## src/tlsrrs_pkg.sv

```systemverilog
package tlsrrs_pkg;

  localparam logic [7:0]  APP_DATA_TYPE     = 8'd23;
  localparam logic [15:0] HDR_TLS13_DEFAULT = 16'd22;
  localparam logic [15:0] HDR_OTHER         = 16'd29;
  localparam logic [15:0] MIN_REQ_RESET     = 16'd60;

  localparam int unsigned CFG_IDX_W  = 2;
  localparam int unsigned CFG_DATA_W = 16;
  localparam logic [CFG_IDX_W-1:0] CFG_TLS13_MODE    = 2'd0;
  localparam logic [CFG_IDX_W-1:0] CFG_TLS13_HDR_LEN = 2'd1;
  localparam logic [CFG_IDX_W-1:0] CFG_MIN_REQ_LEN   = 2'd2;

  localparam int unsigned IN_TDATA_W  = 208;
  localparam int unsigned OUT_TDATA_W = 360;

  typedef enum logic [2:0] {
    PH_WAIT = 3'b001,
    PH_REQ  = 3'b010,
    PH_RESP = 3'b100
  } phase_e;

  // Packed from the lowest bit up: content_type first.
  typedef struct packed {
    logic [6:0]  pad;
    logic [31:0] server_pkt_mark;
    logic [39:0] last_time;
    logic [39:0] first_time;
    logic [31:0] last_pkt_no;
    logic [31:0] first_pkt_no;
    logic [15:0] record_len;
    logic        from_client;
    logic [7:0]  content_type;
  } in_word_t;

  // Packed from the lowest bit up: req_pkt_no first.
  typedef struct packed {
    logic [31:0] resp_payload_est;
    logic [15:0] resp_first_len;
    logic [31:0] resp_bytes;
    logic [15:0] resp_rec_count;
    logic [31:0] req_bytes;
    logic [15:0] req_rec_count;
    logic [31:0] resp_pkt_span;
    logic [39:0] resp_end_time;
    logic [39:0] resp_begin_time;
    logic [31:0] resp_pkt_no;
    logic [39:0] req_time;
    logic [31:0] req_pkt_no;
  } out_word_t;

endpackage

```

## src/tls_request_response_segmenter.sv

```systemverilog
// TLS request/response segmenter: takes the application-data records of one
// flow in order (tuser = 1 marks end of flow) and emits one word per finished
// request/response unit. Every record is folded into the unit accumulators in
// the cycle it is accepted, so one word is taken per clock unless the output
// stalls; the only storage between the two sides is the output register, which
// refills in the cycle it is drained. Config is written via cfg, always ready.
module tls_request_response_segmenter (
  input  logic                                   clk_i,
  input  logic                                   rst_ni,
  input  logic                                   cfg_valid_i,
  output logic                                   cfg_ready_o,
  input  logic [tlsrrs_pkg::CFG_IDX_W-1:0]       cfg_index_i,
  input  logic [tlsrrs_pkg::CFG_DATA_W-1:0]      cfg_data_i,
  input  logic                                   s_axis_tvalid_i,
  output logic                                   s_axis_tready_o,
  // content_type, from_client, record_len, first_pkt_no, last_pkt_no,
  // first_time, last_time, server_pkt_mark, zero pad
  input  logic [tlsrrs_pkg::IN_TDATA_W-1:0]      s_axis_tdata_i,
  // cmd (1 = end of flow)
  input  logic                                   s_axis_tuser_i,
  output logic                                   m_axis_tvalid_o,
  input  logic                                   m_axis_tready_i,
  // req_pkt_no, req_time, resp_pkt_no, resp_begin_time, resp_end_time,
  // resp_pkt_span, req_rec_count, req_bytes, resp_rec_count, resp_bytes,
  // resp_first_len, resp_payload_est
  output logic [tlsrrs_pkg::OUT_TDATA_W-1:0]     m_axis_tdata_o
);

  logic        tls13_mode_q;
  logic [15:0] tls13_hdr_len_q;
  logic [15:0] min_req_len_q;

  tlsrrs_pkg::phase_e phase_q, phase_d;
  logic [31:0] req_pkt_q, req_pkt_d;
  logic [39:0] req_tick_q, req_tick_d;
  logic [31:0] resp_pkt_q, resp_pkt_d;
  logic [39:0] resp_begin_q, resp_begin_d;
  logic [39:0] resp_end_q, resp_end_d;
  logic [31:0] start_mark_q, start_mark_d;
  logic [15:0] req_count_q, req_count_d;
  logic [31:0] req_sum_q, req_sum_d;
  logic [15:0] resp_count_q, resp_count_d;
  logic [31:0] resp_sum_q, resp_sum_d;
  logic [15:0] resp_first_q, resp_first_d;
  logic [31:0] resp_est_q, resp_est_d;

  logic                  out_valid_q;
  tlsrrs_pkg::out_word_t out_word_q, out_word_d;
  logic                  emit;

  tlsrrs_pkg::in_word_t in_w;
  logic        accept;
  logic        is_app;
  logic [15:0] hdr_len;
  logic [15:0] est;
  logic [16:0] req_count_inc, resp_count_inc;
  logic [32:0] req_sum_add, resp_sum_add, resp_est_add;

  assign in_w            = s_axis_tdata_i;
  assign cfg_ready_o     = 1'b1;
  assign s_axis_tready_o = !out_valid_q || m_axis_tready_i;
  assign accept          = s_axis_tvalid_i && s_axis_tready_o;
  assign is_app          = in_w.content_type == tlsrrs_pkg::APP_DATA_TYPE;

  always_comb begin
    if (tls13_mode_q) begin
      hdr_len = (tls13_hdr_len_q == 16'd0) ? tlsrrs_pkg::HDR_TLS13_DEFAULT : tls13_hdr_len_q;
    end else begin
      hdr_len = tlsrrs_pkg::HDR_OTHER;
    end
  end

  assign est            = (in_w.record_len > hdr_len) ? in_w.record_len - hdr_len : 16'd0;
  assign req_count_inc  = {1'b0, req_count_q} + 17'd1;
  assign resp_count_inc = {1'b0, resp_count_q} + 17'd1;
  assign req_sum_add    = {1'b0, req_sum_q} + {17'd0, in_w.record_len};
  assign resp_sum_add   = {1'b0, resp_sum_q} + {17'd0, in_w.record_len};
  assign resp_est_add   = {1'b0, resp_est_q} + {17'd0, est};

  // Result word reflects the state before this record's update, except resp_pkt_span, which uses this record's mark.
  always_comb begin
    out_word_d.req_pkt_no       = req_pkt_q;
    out_word_d.req_time         = req_tick_q;
    out_word_d.resp_pkt_no      = resp_pkt_q;
    out_word_d.resp_begin_time  = resp_begin_q;
    out_word_d.resp_end_time    = resp_end_q;
    out_word_d.resp_pkt_span    = in_w.server_pkt_mark - start_mark_q;
    out_word_d.req_rec_count    = req_count_q;
    out_word_d.req_bytes        = req_sum_q;
    out_word_d.resp_rec_count   = resp_count_q;
    out_word_d.resp_bytes       = resp_sum_q;
    out_word_d.resp_first_len   = resp_first_q;
    out_word_d.resp_payload_est = resp_est_q;
  end

  always_comb begin
    phase_d      = phase_q;
    req_pkt_d    = req_pkt_q;
    req_tick_d   = req_tick_q;
    resp_pkt_d   = resp_pkt_q;
    resp_begin_d = resp_begin_q;
    resp_end_d   = resp_end_q;
    start_mark_d = start_mark_q;
    req_count_d  = req_count_q;
    req_sum_d    = req_sum_q;
    resp_count_d = resp_count_q;
    resp_sum_d   = resp_sum_q;
    resp_first_d = resp_first_q;
    resp_est_d   = resp_est_q;
    emit         = 1'b0;
    if (s_axis_tuser_i) begin
      // end of flow: flush a unit in its response phase, then back to a clean slate
      emit         = phase_q == tlsrrs_pkg::PH_RESP;
      phase_d      = tlsrrs_pkg::PH_WAIT;
      req_pkt_d    = '0;
      req_tick_d   = '0;
      resp_pkt_d   = '0;
      resp_begin_d = '0;
      resp_end_d   = '0;
      start_mark_d = '0;
      req_count_d  = '0;
      req_sum_d    = '0;
      resp_count_d = '0;
      resp_sum_d   = '0;
      resp_first_d = '0;
      resp_est_d   = '0;
    end else if (is_app) begin
      unique case (phase_q)
        tlsrrs_pkg::PH_REQ: begin
          if (in_w.from_client) begin
            req_count_d = req_count_inc[16] ? 16'hFFFF : req_count_inc[15:0];
            req_sum_d   = req_sum_add[32] ? 32'hFFFF_FFFF : req_sum_add[31:0];
          end else begin
            phase_d      = tlsrrs_pkg::PH_RESP;
            resp_sum_d   = {16'd0, in_w.record_len};
            resp_first_d = in_w.record_len;
            resp_est_d   = {16'd0, est};
            resp_count_d = 16'd1;
            resp_pkt_d   = in_w.first_pkt_no;
            resp_begin_d = in_w.first_time;
            resp_end_d   = in_w.last_time;
          end
        end
        tlsrrs_pkg::PH_RESP: begin
          if (in_w.from_client) begin
            if (in_w.record_len > min_req_len_q) begin
              emit         = 1'b1;
              phase_d      = tlsrrs_pkg::PH_REQ;
              req_count_d  = 16'd1;
              req_sum_d    = {16'd0, in_w.record_len};
              req_pkt_d    = in_w.first_pkt_no;
              req_tick_d   = in_w.first_time;
              start_mark_d = in_w.server_pkt_mark;
            end
          end else begin
            resp_sum_d   = resp_sum_add[32] ? 32'hFFFF_FFFF : resp_sum_add[31:0];
            resp_est_d   = resp_est_add[32] ? 32'hFFFF_FFFF : resp_est_add[31:0];
            resp_count_d = resp_count_inc[16] ? 16'hFFFF : resp_count_inc[15:0];
            resp_end_d   = in_w.last_time;
          end
        end
        default: begin
          if (in_w.from_client) begin
            phase_d      = tlsrrs_pkg::PH_REQ;
            req_count_d  = 16'd1;
            req_sum_d    = {16'd0, in_w.record_len};
            req_pkt_d    = in_w.last_pkt_no;
            req_tick_d   = in_w.last_time;
            start_mark_d = in_w.server_pkt_mark;
          end
        end
      endcase
    end
  end

  always_ff @(posedge clk_i or negedge rst_ni) begin
    if (!rst_ni) begin
      tls13_mode_q    <= 1'b0;
      tls13_hdr_len_q <= '0;
      min_req_len_q   <= tlsrrs_pkg::MIN_REQ_RESET;
    end else if (cfg_valid_i) begin
      unique case (cfg_index_i)
        tlsrrs_pkg::CFG_TLS13_MODE:    tls13_mode_q    <= cfg_data_i[0];
        tlsrrs_pkg::CFG_TLS13_HDR_LEN: tls13_hdr_len_q <= cfg_data_i;
        tlsrrs_pkg::CFG_MIN_REQ_LEN:   min_req_len_q   <= cfg_data_i;
        default: ;
      endcase
    end
  end

  always_ff @(posedge clk_i or negedge rst_ni) begin
    if (!rst_ni) begin
      phase_q      <= tlsrrs_pkg::PH_WAIT;
      req_pkt_q    <= '0;
      req_tick_q   <= '0;
      resp_pkt_q   <= '0;
      resp_begin_q <= '0;
      resp_end_q   <= '0;
      start_mark_q <= '0;
      req_count_q  <= '0;
      req_sum_q    <= '0;
      resp_count_q <= '0;
      resp_sum_q   <= '0;
      resp_first_q <= '0;
      resp_est_q   <= '0;
    end else if (accept) begin
      phase_q      <= phase_d;
      req_pkt_q    <= req_pkt_d;
      req_tick_q   <= req_tick_d;
      resp_pkt_q   <= resp_pkt_d;
      resp_begin_q <= resp_begin_d;
      resp_end_q   <= resp_end_d;
      start_mark_q <= start_mark_d;
      req_count_q  <= req_count_d;
      req_sum_q    <= req_sum_d;
      resp_count_q <= resp_count_d;
      resp_sum_q   <= resp_sum_d;
      resp_first_q <= resp_first_d;
      resp_est_q   <= resp_est_d;
    end
  end

  always_ff @(posedge clk_i or negedge rst_ni) begin
    if (!rst_ni) begin
      out_valid_q <= 1'b0;
    end else if (s_axis_tready_o) begin
      out_valid_q <= accept && emit;
    end
  end

  always_ff @(posedge clk_i) begin
    if (accept && emit) begin
      out_word_q <= out_word_d;
    end
  end

  assign m_axis_tvalid_o = out_valid_q;
  assign m_axis_tdata_o  = out_word_q;

endmodule

```

## config.mk

```make
export PLATFORM = sky130hd
export DESIGN_NAME = tls_request_response_segmenter
export DESIGN_NICKNAME = d
export VERILOG_FILES = /design/src/tlsrrs_pkg.sv /design/src/tls_request_response_segmenter.sv
export SDC_FILE = /design/constraint.sdc
export NUM_CORES = 1
export LEC_CHECK = 0
export BUFFER_PORTS_ARGS = -buffer_cell sky130_fd_sc_hd__clkbuf_2
export CORE_MARGIN = 2
export CORE_UTILIZATION = 40
export DETAILED_ROUTE_END_ITERATION = 10
export GPL_TIMING_DRIVEN = 1
export HOLD_SLACK_MARGIN = 0.15
export PLACE_DENSITY = 0.6
export SLEW_MARGIN = 25
export SYNTH_ARGS = -nofsm -noshare
export SYNTH_HDL_FRONTEND = slang
export SYNTH_SLANG_ARGS = --single-unit
```

## constraint.sdc

```tcl
create_clock -name clk_i -period 11.3 [get_ports clk_i]
set_input_delay 2.26 -clock clk_i [delete_from_list [all_inputs] [get_ports clk_i]]
set_output_delay 2.26 -clock clk_i [all_outputs]
set_load 0.005 [all_outputs]
```

Word-level counts from Yosys, hierarchy flattened
Index checks and enable logic that the tools add are counted.

Add/sub/neg operators: 7. Order comparisons: 2. Equal/unequal tests: 11. Mux-type cells: 83. Reductions and logical operators: 22.

Operators by type and width (number): $mux W32 (31); $mux W40 (13); $pmux W32 S2 (5); $mux W16 (19); $add A32 B16 Y33 (3); $pmux W40 S2 (1); $pmux W16 S2 (2); $add A16 B1 Y17 const B (2); $gt A16 B16 Y1 (2); $sub A32 B32 Y32 (1); $mux W3 (6); $logic_not A16 Y1 (1); $sub A16 B16 Y16 (1); $reduce_and A4 Y1 (3); $reduce_and A5 Y1 (2); $ne A3 B3 Y1 const B (3); $eq A8 B5 Y1 const B (1); $reduce_bool A2 Y1 (4); $pmux W3 S2 (1); $reduce_and A2 Y1 (3); $reduce_and A6 Y1 (1); $reduce_bool A3 Y1 (2); $mux W1 (5); $eq A3 B2 Y1 const B (1); 11 further kinds (12).

Bits in registers: 757. Bits of input ports: 232.

Logic depth before layout (Yosys ltp)
Depth after elaboration: 11. Mapped depth: 27.

Least setup slack after synthesis
No wires, ideal clock.

Path kind: input -> register. Start: in s_axis_tdata_i[23] (netlist bit). End: reg out_word_q, in the netlist m_axis_tdata_o[0] (enable). Setup time: 708 ps. Arrival: 10447 ps. Data required time: 10592 ps. Setup slack: 145 ps. Cell stages on the path: 9. Buffers on the path: 0. Cells stage by stage: ha_1 and3_1 nand4_1 nor2_1 and4_1 a21oi_1 and3_1 o21ai_0 inv_1.

Longest elaborated chain between the ends: 7.

RTL lines: from (decl) (line tls_request_response_segmenter.sv:18) `input logic [tlsrrs_pkg::IN_TDATA_W-1:0] s_axis_tdata_i,`; $gt A16 B16 Y1 (line tls_request_response_segmenter.sv:146) `if (in_w.record_len > min_req_len_q) begin`; $mux W1 (line tls_request_response_segmenter.sv:146); $mux W1 (line tls_request_response_segmenter.sv:145) `if (in_w.from_client) begin`; $mux W1 (line tls_request_response_segmenter.sv:128) `unique case (phase_q)`; $mux W1 (line tls_request_response_segmenter.sv:127) `end else if (is_app) begin`; $mux W1 (line tls_request_response_segmenter.sv:111) `if (s_axis_tuser_i) begin`; $logic_and A1 B1 Y1 (line tls_request_response_segmenter.sv:232) `if (accept && emit) begin`; to (signal assigned) (line tls_request_response_segmenter.sv:233) `out_word_q <= out_word_d;`; to (decl) (line tls_request_response_segmenter.sv:48) `tlsrrs_pkg::out_word_t out_word_q, out_word_d;`.

No other way between the ends. A chain may end at the register's enable or synchronous reset.

Worst setup path after layout
Start: in s_axis_tdata_i[9] (netlist bit). End: reg resp_est_q[9].

Longest elaborated chain between the ends: 8. Elaborated cells between the ends (all ways): 10. Classes of those cells: add/sub (2); order compare (1); mux (7).

RTL lines: $sub A16 B16 Y16 / $gt A16 B16 Y1 (equally long branches) (line tls_request_response_segmenter.sv:73) `assign est = (in_w.record_len > hdr_len) ? in_w.record_len - hdr_len : 16'd0;`; $mux W16 * (line tls_request_response_segmenter.sv:73); $add A32 B16 Y33 (line tls_request_response_segmenter.sv:78) `assign resp_est_add = {1'b0, resp_est_q} + {17'd0, est};`; $mux W32 (line tls_request_response_segmenter.sv:157) `resp_est_d = resp_est_add[32] ? 32'hFFFF_FFFF : resp_est_add[31:0];`; $mux W32 (line tls_request_response_segmenter.sv:145); $pmux W32 S2 * (line tls_request_response_segmenter.sv:128); $mux W32 * (line tls_request_response_segmenter.sv:127); $mux W32 * (line tls_request_response_segmenter.sv:111); to (signal assigned) (line tls_request_response_segmenter.sv:219) `resp_est_q <= resp_est_d;`; to (decl) (line tls_request_response_segmenter.sv:45) `logic [31:0] resp_est_q, resp_est_d;`.

Mark *: on every way between the ends. The rest lies on a longest branch, timed or not. The select of a mux whose other input is x is not followed.

==> qor.yml <==
status:
  status: "complete, no violations"
global_routing:
  antenna_found_initial: 6
  globalRouteOverflowTotal: 0
  globalRouteTotalUtil_pct: 22.1
  grt_pass1_vias: 23187
  grt_max_degree: 143
  grt_first_pass_wirelength_mm: 146
routing:
  wl_per_cell_um: 22.0
  initialDrtViolationCount: 1818
  postRouteAntennaNets: 0
  drc: 0
  routed_wl_mm: 97.3
  drt-pass1-iter-count: 5
  num_vias: 24021
  via_per_inst: 5.43
setup_path:
  crit_type: "in2reg"
  critPathRequiredTime_ps: 11860
  ff2ff_path_depth: 24
  end_kind: "flip-flop"
  cp_max_fo: 14
  crit_path_start_kind: "primary input"
  cp.arrival_ps: 7650
synth:
  yosysMostFrequentCell: "dfrtp_1"
  synth-adder-area-share_pct: 4.52
  ys_async_sr_fraction_pct: 52.4
  synth_area_per_cell_um2: 12.4
  seq_area_frac_synth_pct: 62.0
  netlist_area_um2: 33500
  synth_edf_count: 360
  synthTopCellsByCount: "dfrtp_1 (392), edfxtp_1 (360), nand2_1 (221)"
  syn-num-nets: 3043
  synthTopCellsByArea: "edfxtp_1 (32%), dfrtp_1 (29%), a22o_1 (4.3%), ha_1 (4.2%), nand2_1 (2.5%)"
  yosys.area.top_type: "edfxtp_1"
  yosys.area.top_type_share_pct: 32.3
  synth_compound_area_share_pct: 16.5
  ys_types: 97
  synthSimpleGateAreaFrac_pct: 8.62
  synth_top_family_by_area: "compound AO/OA/AOI/OAI gates"
  synth_xor_area_share_pct: 2.12
  synth-seq-cells: 757
  syn_inst: 2693
  yosys_warnings: 0
  muxShareOfSynthArea_pct: 3.32
  synth_flop_cell: "dfrtp_1"
sta:
  finalSetupViolations: 0
  rsz0062_at_grt: "no"
  finalHoldViolations: 0
  finalCritPeriodShare_pct: 62.7
  fin_skew_ps: 41.8
  report.final.slew_viol_count: 0
  tns_ps: 0
  post-route-min-period_ps: 7080
  tightest_slew_ps: 1020
  max_clock_freq_ghz: 0.141
  slew_headroom_pct: 31.8
floorplanning:
  initial_core_util_pct: 40.2
  rows: 106
  die_y_um: 293
  die_area_um2: 86000
  core_area_um2: 83300
  die_w_um: 293
  io_pins: 595
clock_tree:
  postCtsSetupBuffers: 0
  cts-root-buf: "clkbuf_16"
  numCtsBuffers: 85
  clock_sinks: 757
  clk_transition_reported_paths_ps: 60
  htreeDepth: 3
  cts-resized-gates: 0
  cts_buffer_depth: 3
  ctsHoldBuffers: 0
  cts_tree: "built"
  insertion_delay_ps: 650
hold_path:
  hold_class: "reg2reg"
  min_delay_path_depth: 0
layout:
  fillers: 7432
  drive_above_1_share_pct: 25.0
  postLayoutCoreUtil_pct: 48.5
  multi_input_area_um2: 11800
  area_growth_pct: 20.7
  postLayoutCellArea_um2: 40400
  regArea_um2: 20800
  fin_nets: 3617
placed_design:
  place.port_buffers: 586
  hpwl_mm: 66.7
  dpl_cell_area_um2: 37500
  place_congestion: 0.879
flow_run:
  maxCapViolCount: 0
power_and_ir_drop:
  p_leak_uw: 0.0181
  power.density_nw_per_um2: 183
  peakVddDrop_mv: 0.112
==> sequential cells by signal, summed over array words and instances (netlist names), 40 cells and up <==
name / count
resp_end_q: 40
resp_begin_q: 40
m_axis_tdata_o: 360
req_tick_q: 40
==> report_power, final <==
part           switching, µW  total, µW  internal, µW
Combinational            781       1310           528
Sequential               130       3300          3170
Clock                   1170       2790          1620
==> metrics by stage <==
stage | setup slack, ps | power, µW | hold WS, ps | std cells
finish | 4220 | 7390 | 425 | 4424
global route | 3780 | 7740 | 443 | 4424
CTS | 4250 | 7460 | 429 | 4420
detailed placement | 3580 | 4660 | 429 | 4260
global placement | 3600 | 4630 | 427 | 4260
floorplan | 145 | 4230 | 423 | 2693
==> logic make-up (layout without fill, tap and decap cells) <==
logic type / count (synthesis) / count (layout)
AO/OA/AOI/OAI: 791 / 791
XOR/XNOR: 81 / 81
adder cells (fa/ha/maj): 118 / 118
buffers and inverters: 236 / 883
flip-flops: 757 / 757
multiplexers: 107 / 107
other: 1 / 5
AND/OR/NAND/NOR: 602 / 602
==> cell type report <==
type	instances	share of cell area [%]
tap	1080	3.34
clock inverter	43	1.32
timing repair buffer	614	7.84
antenna	4	0.0248
inverter	109	1.03
multi-input combinational	1700	29.3
sequential	757	51.3
clock buffer	117	5.81
==> worst paths after layout <==
check                              startpoint                 end  slack [ps]
min in group asynchronous              rst_ni    start_mark_q[15]        1600
hold / removal                 req_tick_q[34]  m_axis_tdata_o[66]         420
max in group asynchronous              rst_ni      resp_end_q[17]        7530
setup reg to reg           tls13_hdr_len_q[5]       resp_est_q[6]        4870
setup / recovery            s_axis_tdata_i[9]       resp_est_q[9]        4220
hold reg to reg                req_tick_q[34]  m_axis_tdata_o[66]         420
==> per-layer routing <==
metal / vias to the layer above / routed length [µm] / part of all wire, % / track usage [%]
met5: - / 13 / 0.013 / 0
met4: 2 / 2650 / 2.7 / 6.94
met3: 137 / 5350 / 5.5 / 3.67
met2: 707 / 46600 / 48 / 36.2
met1: 11966 / 42700 / 44 / 30.2
li1: 11209 / - / - / -
==> critical path, stage by stage <==
cell      delay (ps)
clkbuf_2         160
inv_1            110
ha_1             240
fa_1             400
nand2b_1         180
a211oi_1         230
or3_1            210
o41ai_1          110
o21ai_1          220
nand2_1          360
nor2_1           290
ha_1             240
inv_1             70
fa_1             410
nor2b_1          160
o31a_1           190
o41a_1           200
o211ai_2         140
a21oi_2          270
nand3_1          390
nand2_1          460
o21ai_0          160
o21ai_0          180
==> placed cells by master (no fill, tap or decap), drive strengths merged, types with 25 or more instances in the layout <==
cell    instances
and3           44
nand3          48
xor2           25
clkinv         31
nand2b         29
mux2           33
clkbuf        701
edfxtp        360
buf            30
ha            113
a22o          166
o31ai          87
o21ai         173
a21o           49
a31oi          36
nand2         224
mux2i          74
nor2          144
xnor2          56
o21a           25
a21oi         137
dfrtp         392
inv           110
(Power assumes the default switching activity.)
